**config.mk**
```make
export PLATFORM = sky130hd
export DESIGN_NAME = rgb_to_xterm256_nearest_core
export DESIGN_NICKNAME = d
export VERILOG_FILES = /design/src/xt256_pkg.sv /design/src/xt256_sys_nearest.sv /design/src/xt256_cube_grey.sv /design/src/rgb_to_xterm256_nearest_core.sv
export SDC_FILE = /design/constraint.sdc
export NUM_CORES = 2
export LEC_CHECK = 0
export BUFFER_PORTS_ARGS = -buffer_cell sky130_fd_sc_hd__buf_2
export CORE_MARGIN = 10
export CORE_UTILIZATION = 40
export DETAILED_ROUTE_END_ITERATION = 7
export GPL_ROUTABILITY_DRIVEN = 1
export PLACE_DENSITY_LB_ADDON = 0.1
export SYNTH_ARGS = -nofsm -noshare
export SYNTH_HDL_FRONTEND = slang
export SYNTH_SLANG_ARGS = --single-unit
```
**constraint.sdc**
```tcl
create_clock -name clk -period 18.1 [get_ports clk]
set_input_delay 0.905 -clock clk [delete_from_list [all_inputs] [get_ports clk]]
set_output_delay 0.905 -clock clk [all_outputs]
set_load 0.01 [all_outputs]
```
**src/xt256_pkg.sv**
```systemverilog
`timescale 1ns / 1ps
// shared types, palette constants and distance helpers for the xterm 256 nearest-color core
// no dependencies; imported by every module of the block

package xt256_pkg;

	localparam logic [1:0] MODE_OFF   = 2'd0;
	localparam logic [1:0] MODE_INDEX = 2'd1;
	localparam logic [1:0] MODE_TRUE  = 2'd2;

	localparam logic [4:0] GREY_LAST = 5'd23;

	localparam logic [23:0] SYS_COLORS [16] = '{
		24'h000000, 24'h800000, 24'h008000, 24'h808000,
		24'h000080, 24'h800080, 24'h008080, 24'hc0c0c0,
		24'h808080, 24'hff0000, 24'h00ff00, 24'hffff00,
		24'h0000ff, 24'hff00ff, 24'h00ffff, 24'hffffff
	};

	localparam logic [7:0] CUBE_LEVELS [6] = '{
		8'h00, 8'h5f, 8'h87, 8'haf, 8'hd7, 8'hff
	};

	// stage advance enables, one per register stage
	typedef struct packed {
		logic s1;
		logic s2;
		logic s3;
		logic s4;
	} xt_adv_t;

	typedef struct packed {
		logic [2:0] lvl;
		logic [7:0] gap;
	} xt_cube_pick_t;

	function automatic logic [7:0] absdiff8(input logic [7:0] a, input logic [7:0] b);
		return (a > b) ? (a - b) : (b - a);
	endfunction

	function automatic logic [9:0] dist3(input logic [23:0] a, input logic [23:0] b);
		return {2'b00, absdiff8(a[23:16], b[23:16])}
			+ {2'b00, absdiff8(a[15:8], b[15:8])}
			+ {2'b00, absdiff8(a[7:0], b[7:0])};
	endfunction

	// nearest cube level of one channel, lowest level on ties
	function automatic xt_cube_pick_t cube_pick(input logic [7:0] x);
		xt_cube_pick_t p;
		logic [7:0] d;
		p.lvl = 3'd0;
		p.gap = absdiff8(x, CUBE_LEVELS[0]);
		for (int i = 1; i < 6; i++) begin
			d = absdiff8(x, CUBE_LEVELS[i]);
			if (d < p.gap) begin
				p.gap = d;
				p.lvl = 3'(i);
			end
		end
		return p;
	endfunction

endpackage

```
**src/xt256_sys_nearest.sv**
```systemverilog
`timescale 1ns / 1ps
// three-stage search over the 16 system colors: distances, 16-to-4 reduce, 4-to-1 reduce
// depends on xt256_pkg

module xt256_sys_nearest import xt256_pkg::*; (
	input  logic        clk,
	input  xt_adv_t     adv,
	input  logic [23:0] rgb,
	output logic [9:0]  dist_s3,
	output logic [3:0]  idx_s3
);

	logic [9:0] dist_s1 [16];
	logic [9:0] dist_s2 [4];
	logic [3:0] idx_s2 [4];
	logic [9:0] grp_dist [4];
	logic [3:0] grp_idx [4];
	logic [9:0] fin_dist;
	logic [3:0] fin_idx;

	always_ff @(posedge clk) begin
		if (adv.s1) begin
			for (int i = 0; i < 16; i++) begin
				dist_s1[i] <= dist3(rgb, SYS_COLORS[i]);
			end
		end
	end

	always_comb begin
		for (int g = 0; g < 4; g++) begin
			grp_dist[g] = dist_s1[g * 4];
			grp_idx[g] = 4'(g * 4);
			for (int j = 1; j < 4; j++) begin
				if (dist_s1[g * 4 + j] < grp_dist[g]) begin
					grp_dist[g] = dist_s1[g * 4 + j];
					grp_idx[g] = 4'(g * 4 + j);
				end
			end
		end
	end

	always_ff @(posedge clk) begin
		if (adv.s2) begin
			for (int g = 0; g < 4; g++) begin
				dist_s2[g] <= grp_dist[g];
				idx_s2[g] <= grp_idx[g];
			end
		end
	end

	always_comb begin
		fin_dist = dist_s2[0];
		fin_idx = idx_s2[0];
		for (int g = 1; g < 4; g++) begin
			if (dist_s2[g] < fin_dist) begin
				fin_dist = dist_s2[g];
				fin_idx = idx_s2[g];
			end
		end
	end

	always_ff @(posedge clk) begin
		if (adv.s3) begin
			dist_s3 <= fin_dist;
			idx_s3 <= fin_idx;
		end
	end

endmodule

```
**src/xt256_cube_grey.sv**
```systemverilog
`timescale 1ns / 1ps
// three-stage nearest search over the 6x6x6 cube (per channel) and the 24-step grey ramp (median)
// depends on xt256_pkg

module xt256_cube_grey import xt256_pkg::*; (
	input  logic        clk,
	input  xt_adv_t     adv,
	input  logic [23:0] rgb,
	output logic [9:0]  cube_dist_s3,
	output logic [7:0]  cube_idx_s3,
	output logic [9:0]  grey_dist_s3,
	output logic [7:0]  grey_idx_s3
);

	xt_cube_pick_t pick_r_s1, pick_g_s1, pick_b_s1;
	logic [7:0]  med_s1;
	logic [23:0] rgb_s1;
	logic [7:0]  lo_rg, hi_rg, med;

	logic [9:0]  cube_dist_s2;
	logic [7:0]  cube_idx_s2;
	logic [4:0]  k0_s2;
	logic [23:0] rgb_s2;
	logic [15:0] prod;
	logic [4:0]  kq, k0;
	logic [7:0]  cidx;

	logic [7:0]  v0, v1;
	logic [9:0]  d0, d1;
	logic [4:0]  ksel;
	logic [9:0]  dsel;

	// stage 1: per-channel cube level and median of the three channels
	always_comb begin
		lo_rg = (rgb[23:16] < rgb[15:8]) ? rgb[23:16] : rgb[15:8];
		hi_rg = (rgb[23:16] < rgb[15:8]) ? rgb[15:8] : rgb[23:16];
		med = (hi_rg < rgb[7:0]) ? hi_rg : rgb[7:0];
		if (lo_rg > med) begin
			med = lo_rg;
		end
	end

	always_ff @(posedge clk) begin
		if (adv.s1) begin
			pick_r_s1 <= cube_pick(rgb[23:16]);
			pick_g_s1 <= cube_pick(rgb[15:8]);
			pick_b_s1 <= cube_pick(rgb[7:0]);
			med_s1 <= med;
			rgb_s1 <= rgb;
		end
	end

	// stage 2: cube index and distance, grey step at or just below the median (first step if the median is below it)
	always_comb begin
		cidx = 8'd16 + 8'({5'd0, pick_r_s1.lvl} * 8'd36)
			+ 8'({5'd0, pick_g_s1.lvl} * 8'd6) + {5'd0, pick_b_s1.lvl};
		prod = {8'd0, med_s1 - 8'd8} * 16'd205;
		kq = prod[15:11];
		if (med_s1 < 8'd8) begin
			k0 = 5'd0;
		end else if (kq > GREY_LAST) begin
			k0 = GREY_LAST;
		end else begin
			k0 = kq;
		end
	end

	always_ff @(posedge clk) begin
		if (adv.s2) begin
			cube_idx_s2 <= cidx;
			cube_dist_s2 <= {2'b00, pick_r_s1.gap} + {2'b00, pick_g_s1.gap}
				+ {2'b00, pick_b_s1.gap};
			k0_s2 <= k0;
			rgb_s2 <= rgb_s1;
		end
	end

	// stage 3: the two grey steps around the median, lower step on ties
	always_comb begin
		v0 = 8'd8 + 8'({3'd0, k0_s2} * 8'd10);
		v1 = v0 + 8'd10;
		d0 = dist3(rgb_s2, {v0, v0, v0});
		d1 = dist3(rgb_s2, {v1, v1, v1});
		ksel = k0_s2;
		dsel = d0;
		if (k0_s2 != GREY_LAST && d1 < d0) begin
			ksel = k0_s2 + 5'd1;
			dsel = d1;
		end
	end

	always_ff @(posedge clk) begin
		if (adv.s3) begin
			cube_dist_s3 <= cube_dist_s2;
			cube_idx_s3 <= cube_idx_s2;
			grey_dist_s3 <= dsel;
			grey_idx_s3 <= 8'd232 + {3'd0, ksel};
		end
	end

endmodule

```
**src/rgb_to_xterm256_nearest_core.sv**
```systemverilog
`timescale 1ns / 1ps
// top level of the xterm 256 nearest-color core: mode register, valid chain, final select
// depends on xt256_pkg, xt256_sys_nearest, xt256_cube_grey
//
// usage:
//   input channel  in_valid/in_stall carries color_word and layer; a transfer with a zero
//   top byte, or with the mode off or unused, is taken and gives no result
//   output channel out_valid/out_stall carries layer_out, is_true_color, palette_index,
//   red, green, blue; palette mode zeroes red/green/blue, true mode zeroes palette_index
//   cfg_valid/cfg_ready writes the mode register from cfg_data; cfg_ready is always high;
//   write only while no transfer is in flight
// timing:
//   an input transfer passes four register stages (distance, reduce, reduce, final compare),
//   the last of which drives out_valid; one transfer per cycle sustained while out_stall is low
// reset:
//   arst_n clears all valid bits and sets the mode register to off
// back-pressure:
//   each stage holds while the one after it is full and held, so empty stages keep
//   filling; in_stall rises only when all four stages hold data and out_stall is high

module rgb_to_xterm256_nearest_core import xt256_pkg::*; (
	input  logic        clk,
	input  logic        arst_n,
	input  logic        in_valid,
	output logic        in_stall,
	input  logic [31:0] color_word,
	input  logic        layer,
	output logic        out_valid,
	input  logic        out_stall,
	output logic        layer_out,
	output logic        is_true_color,
	output logic [7:0]  palette_index,
	output logic [7:0]  red,
	output logic [7:0]  green,
	output logic [7:0]  blue,
	input  logic        cfg_valid,
	output logic        cfg_ready,
	input  logic [1:0]  cfg_data
);

	logic [1:0] mode_q;
	xt_adv_t    adv;
	logic       take;

	logic v_s1, v_s2, v_s3, out_valid_q;
	logic layer_s1, layer_s2, layer_s3;
	logic true_s1, true_s2, true_s3;
	logic [23:0] rgb_s1, rgb_s2, rgb_s3;

	logic [9:0] sys_dist_s3, cube_dist_s3, grey_dist_s3;
	logic [3:0] sys_idx_s3;
	logic [7:0] cube_idx_s3, grey_idx_s3;
	logic [9:0] best_dist;
	logic [7:0] best_idx;

	logic       layer_q, true_q;
	logic [7:0] index_q, red_q, green_q, blue_q;

	assign cfg_ready = 1'b1;

	always_ff @(posedge clk or negedge arst_n) begin
		if (!arst_n) begin
			mode_q <= MODE_OFF;
		end else if (cfg_valid && cfg_ready) begin
			mode_q <= cfg_data;
		end
	end

	always_comb begin
		adv.s4 = !out_valid_q || !out_stall;
		adv.s3 = !v_s3 || adv.s4;
		adv.s2 = !v_s2 || adv.s3;
		adv.s1 = !v_s1 || adv.s2;
	end

	assign in_stall = !adv.s1;
	assign take = in_valid && (color_word[31:24] != 8'd0)
		&& (mode_q == MODE_INDEX || mode_q == MODE_TRUE);

	always_ff @(posedge clk or negedge arst_n) begin
		if (!arst_n) begin
			v_s1 <= 1'b0;
			v_s2 <= 1'b0;
			v_s3 <= 1'b0;
			out_valid_q <= 1'b0;
		end else begin
			if (adv.s1) begin
				v_s1 <= take;
			end
			if (adv.s2) begin
				v_s2 <= v_s1;
			end
			if (adv.s3) begin
				v_s3 <= v_s2;
			end
			if (adv.s4) begin
				out_valid_q <= v_s3;
			end
		end
	end

	always_ff @(posedge clk) begin
		if (adv.s1) begin
			layer_s1 <= layer;
			true_s1 <= (mode_q == MODE_TRUE);
			rgb_s1 <= color_word[23:0];
		end
		if (adv.s2) begin
			layer_s2 <= layer_s1;
			true_s2 <= true_s1;
			rgb_s2 <= rgb_s1;
		end
		if (adv.s3) begin
			layer_s3 <= layer_s2;
			true_s3 <= true_s2;
			rgb_s3 <= rgb_s2;
		end
	end

	xt256_sys_nearest u_sys (
		.clk     (clk),
		.adv     (adv),
		.rgb     (color_word[23:0]),
		.dist_s3 (sys_dist_s3),
		.idx_s3  (sys_idx_s3)
	);

	xt256_cube_grey u_cube_grey (
		.clk          (clk),
		.adv          (adv),
		.rgb          (color_word[23:0]),
		.cube_dist_s3 (cube_dist_s3),
		.cube_idx_s3  (cube_idx_s3),
		.grey_dist_s3 (grey_dist_s3),
		.grey_idx_s3  (grey_idx_s3)
	);

	// lower index range wins ties
	always_comb begin
		best_dist = sys_dist_s3;
		best_idx = {4'd0, sys_idx_s3};
		if (cube_dist_s3 < best_dist) begin
			best_dist = cube_dist_s3;
			best_idx = cube_idx_s3;
		end
		if (grey_dist_s3 < best_dist) begin
			best_dist = grey_dist_s3;
			best_idx = grey_idx_s3;
		end
	end

	always_ff @(posedge clk) begin
		if (adv.s4) begin
			layer_q <= layer_s3;
			true_q <= true_s3;
			index_q <= true_s3 ? 8'd0 : best_idx;
			red_q <= true_s3 ? rgb_s3[23:16] : 8'd0;
			green_q <= true_s3 ? rgb_s3[15:8] : 8'd0;
			blue_q <= true_s3 ? rgb_s3[7:0] : 8'd0;
		end
	end

	assign out_valid = out_valid_q;
	assign layer_out = layer_q;
	assign is_true_color = true_q;
	assign palette_index = index_q;
	assign red = red_q;
	assign green = green_q;
	assign blue = blue_q;

`ifndef SYNTHESIS
	a_stall_full: assert property (@(posedge clk) disable iff (!arst_n)
		in_stall |-> (v_s1 && v_s2 && v_s3 && out_valid_q && out_stall))
		else $error("input stalled with a free pipeline stage");

	a_true_fields: assert property (@(posedge clk) disable iff (!arst_n)
		(out_valid && is_true_color) |-> (palette_index == 8'd0))
		else $error("true color result carries a palette index");

	a_index_fields: assert property (@(posedge clk) disable iff (!arst_n)
		(out_valid && !is_true_color) |-> (red == 8'd0 && green == 8'd0 && blue == 8'd0))
		else $error("palette result carries color bytes");
`endif

endmodule
```
==> results.cfg <==
[sta]
setup_viol = 0
layout_worst_path_cycle_share_pct = 73.61
setup_tns_ns = 0
slew_violations = 0
max_slew.worst_pin.slew_ns = 1.231
hold_violations = 0
fmax_ghz = 0.07506
finalCriticalPeriod_ns = 13.32
rsz0062_at_grt = no
clock_skew_ns = 0.04241
finalHoldWorstSlack_ns = 0.1234
relSlewSlack_pct = 17.28

[synth]
syn_nets = 5137
yosys.area_share.xor_xnor_pct = 7.856
synth_top_family_by_area = adder cells
syn_area_per_cell_um2 = 9.705
yosysMostFrequentCell = ha_1
yosys.area_share.simple_pct = 8.844
synth-seq-cells = 426
synth_cells = 4331
synth.area.top_cells = edfxtp_1 (30%), ha_1 (21%), xnor2_1 (6.4%)
ys_types = 101
synthTopCellsByCount = ha_1 (709), inv_1 (466), edfxtp_1 (420)
yosysTopAreaCell = edfxtp_1
synth_mux_area_share_pct = 5.135
yosysWarnings = 0
synth_edf_count = 420
async_flop_share_pct = 1.408
synthAdderAreaFrac_pct = 23.82
synth_top_cell_area_share_pct = 30.01
syn-cell-area_um2 = 42030
ys.flop_type = edfxtp_1
synth-compound-area-share_pct = 18.35
synth-seq-area-share_pct = 30.36

[clock_tree]
clk_pin_slew_worst_paths_ns = 0.07
clockRootBuffer = clkbuf_16
cts.htree.levels = 2
cts_buffers = 53
postCtsResizedCells = 0
postCtsSetupBuffers = 0
clockBufferDepth = 3
cts_hold_buf = 0
cts.sinks = 426
worst_skew_pair.late_latency_ns = 0.63
cts_tree = yes

[critical_path]
cp-start-kind = input port
crit_top_cell = ha_1
cp.required_ns = 18.45
slowest_delay_ns = 0.95
critPathMaxFanout = 27
rrSetupSlack_ns = 8.79
crit_path_end_kind = flop
worst_ep_arrival_time_ns = 13.67
crit_path_top_delay_cell = o41a_1
path_class = in2reg

[global_routing]
track_usage_pct = 21.32
grt_max_degree = 70
grt_overflow = 0
grt_pass1_wl_um = 193400
antenna_found_initial = 6
grt_pass1_vias = 30600

[drt]
wl_met1_um = 62080
top_layer = met5
first_pass_iters = 6
dr_wl_met3_um = 5076
routed_wl_um = 128900
vias = 31530
ant_nets = 0
drt_iter0_markers = 2137
drc = 0
vias_per_cell = 5.431
met2_length_um = 58030
wl_per_cell_um = 22.21

[placement]
port_buffers = 75
finalWeightedCongestion = 0.9082
dpl.hpwl_um = 101400

[layout]
n_antenna_cell = 0
nets = 5186
syn_to_final_growth_pct = 8.761
layout-drive-gt1-share_pct = 7.616

[die]
io_pins = 77
die_w_um = 344.2
core_area_um2 = 103900
floorplan.rows = 118
fp.dieArea_um2 = 118400
start_util_pct = 40.44
die_y_um = 344.2

[worst_hold_path]
min_path_type = in2async

[flow_run]
drv_cap = 0

[run_status]
status = finished, final reports clean
[placed cells by master, fill, tap and decap left out, types with 45 or more instances in the layout]
master	count
ha_1	709
a21o_1	187
clkbuf_16	55
o21a_1	74
nor2_1	277
xnor2_1	305
o21bai_1	101
mux2i_1	159
a21oi_1	405
inv_1	465
xor2_1	72
buf_2	75
edfxtp_1	420
fa_1	57
nand2_1	146
nand2b_1	48
mux2_2	45
o21ai_0	160
[critical path, delay by kind of cell]
family          cells  cell delay, ns
compound gates     21            6.20
simple gates       14            2.38
fa+ha+maj           6            2.18
buf+inv             4            1.38
mux                 2            0.58
[sequential cells by signal, indices dropped and copies added, names as in the netlist, 2 cells and up]
| register | count |
|---|---|
| u_sys.dist_s1 | 148 |
| u_sys.dist_s2 | 40 |
| rgb_s3 | 24 |
| u_cube_grey.rgb_s1 | 24 |
| u_cube_grey.rgb_s2 | 24 |
| u_cube_grey.pick_b_s1 | 11 |
| u_cube_grey.pick_g_s1 | 11 |
| u_cube_grey.pick_r_s1 | 11 |
| u_cube_grey.cube_dist_s2 | 10 |
| u_cube_grey.cube_dist_s3 | 10 |
| u_cube_grey.grey_dist_s3 | 10 |
| u_sys.dist_s3 | 10 |
| blue | 8 |
| green | 8 |
| palette_index | 8 |
| red | 8 |
| u_cube_grey.cube_idx_s2 | 8 |
| u_cube_grey.cube_idx_s3 | 8 |
| u_cube_grey.med_s1 | 8 |
| u_sys.idx_s2 | 8 |
| u_cube_grey.grey_idx_s3 | 6 |
| u_cube_grey.k0_s2 | 5 |
| u_sys.idx_s3 | 4 |
| mode_q | 2 |
[path summary, 6_finish.rpt]
kind | startpoint | end | cells past startpoint
max | color_word[13] | u_cube_grey.pick_g_s1[5] | 47
min | arst_n | out_valid | 1
max reg2reg | u_cube_grey.k0_s2[1] | u_cube_grey.grey_idx_s3[4] | 33
min reg2reg | true_s2 | true_s3 | 0
max in group asynchronous | arst_n | mode_q[0] | 1
min in group clk | true_s2 | true_s3 | 0
[area by class of cell]
class | instances | area, um^2
Tap cell | 1380 | 1727
Fill cell | 10020 | 58230
Clock buffer | 61 | 1399
Timing Repair Buffer | 114 | 668.1
Multi-Input combinational cell | 3300 | 26950
Clock inverter | 39 | 380.4
Inverter | 485 | 1822
Sequential cell | 426 | 12760
[per-layer routing]
metal / vias to the layer above / global-route usage [%]
met3: 184 / 2.272
met4: 6 / 6.262
met5: - / 0
met2: 690 / 34.30
met1: 15010 / 29.95
li1: 15640 / -
[per-stage QoR]
stage | setup slack, ns | instances | instance area (um^2) | util, %
5_1_grt | 3.853 | 5805 | 45710 | 43.98
3_5_place_dp | 4.261 | 5705 | 43930 | 42.27
4_1_cts | 4.904 | 5805 | 45710 | 43.98
6_report | 4.777 | 5805 | 45710 | 43.98
3_3_place_gp | 4.321 | 5705 | 43930 | 42.27
2_1_floorplan | 6.733 | 4331 | 42030 | -
[cell families (layout without fill, tap and decap cells)]
| family | count (synthesis) | after routing |
|---|---|---|
| other | 1 | 1 |
| xor gates and xnor gates | 377 | 377 |
| adders and majority gates | 766 | 766 |
| muxes | 208 | 208 |
| AOI/OAI and AO/OA | 1184 | 1184 |
| and+or+nand+nor | 764 | 764 |
| buffers and inverters | 605 | 699 |
| DFF | 426 | 426 |
Power is not shown: default switching activity piles up to over one toggle a cycle in this logic, so the estimate is an artifact.
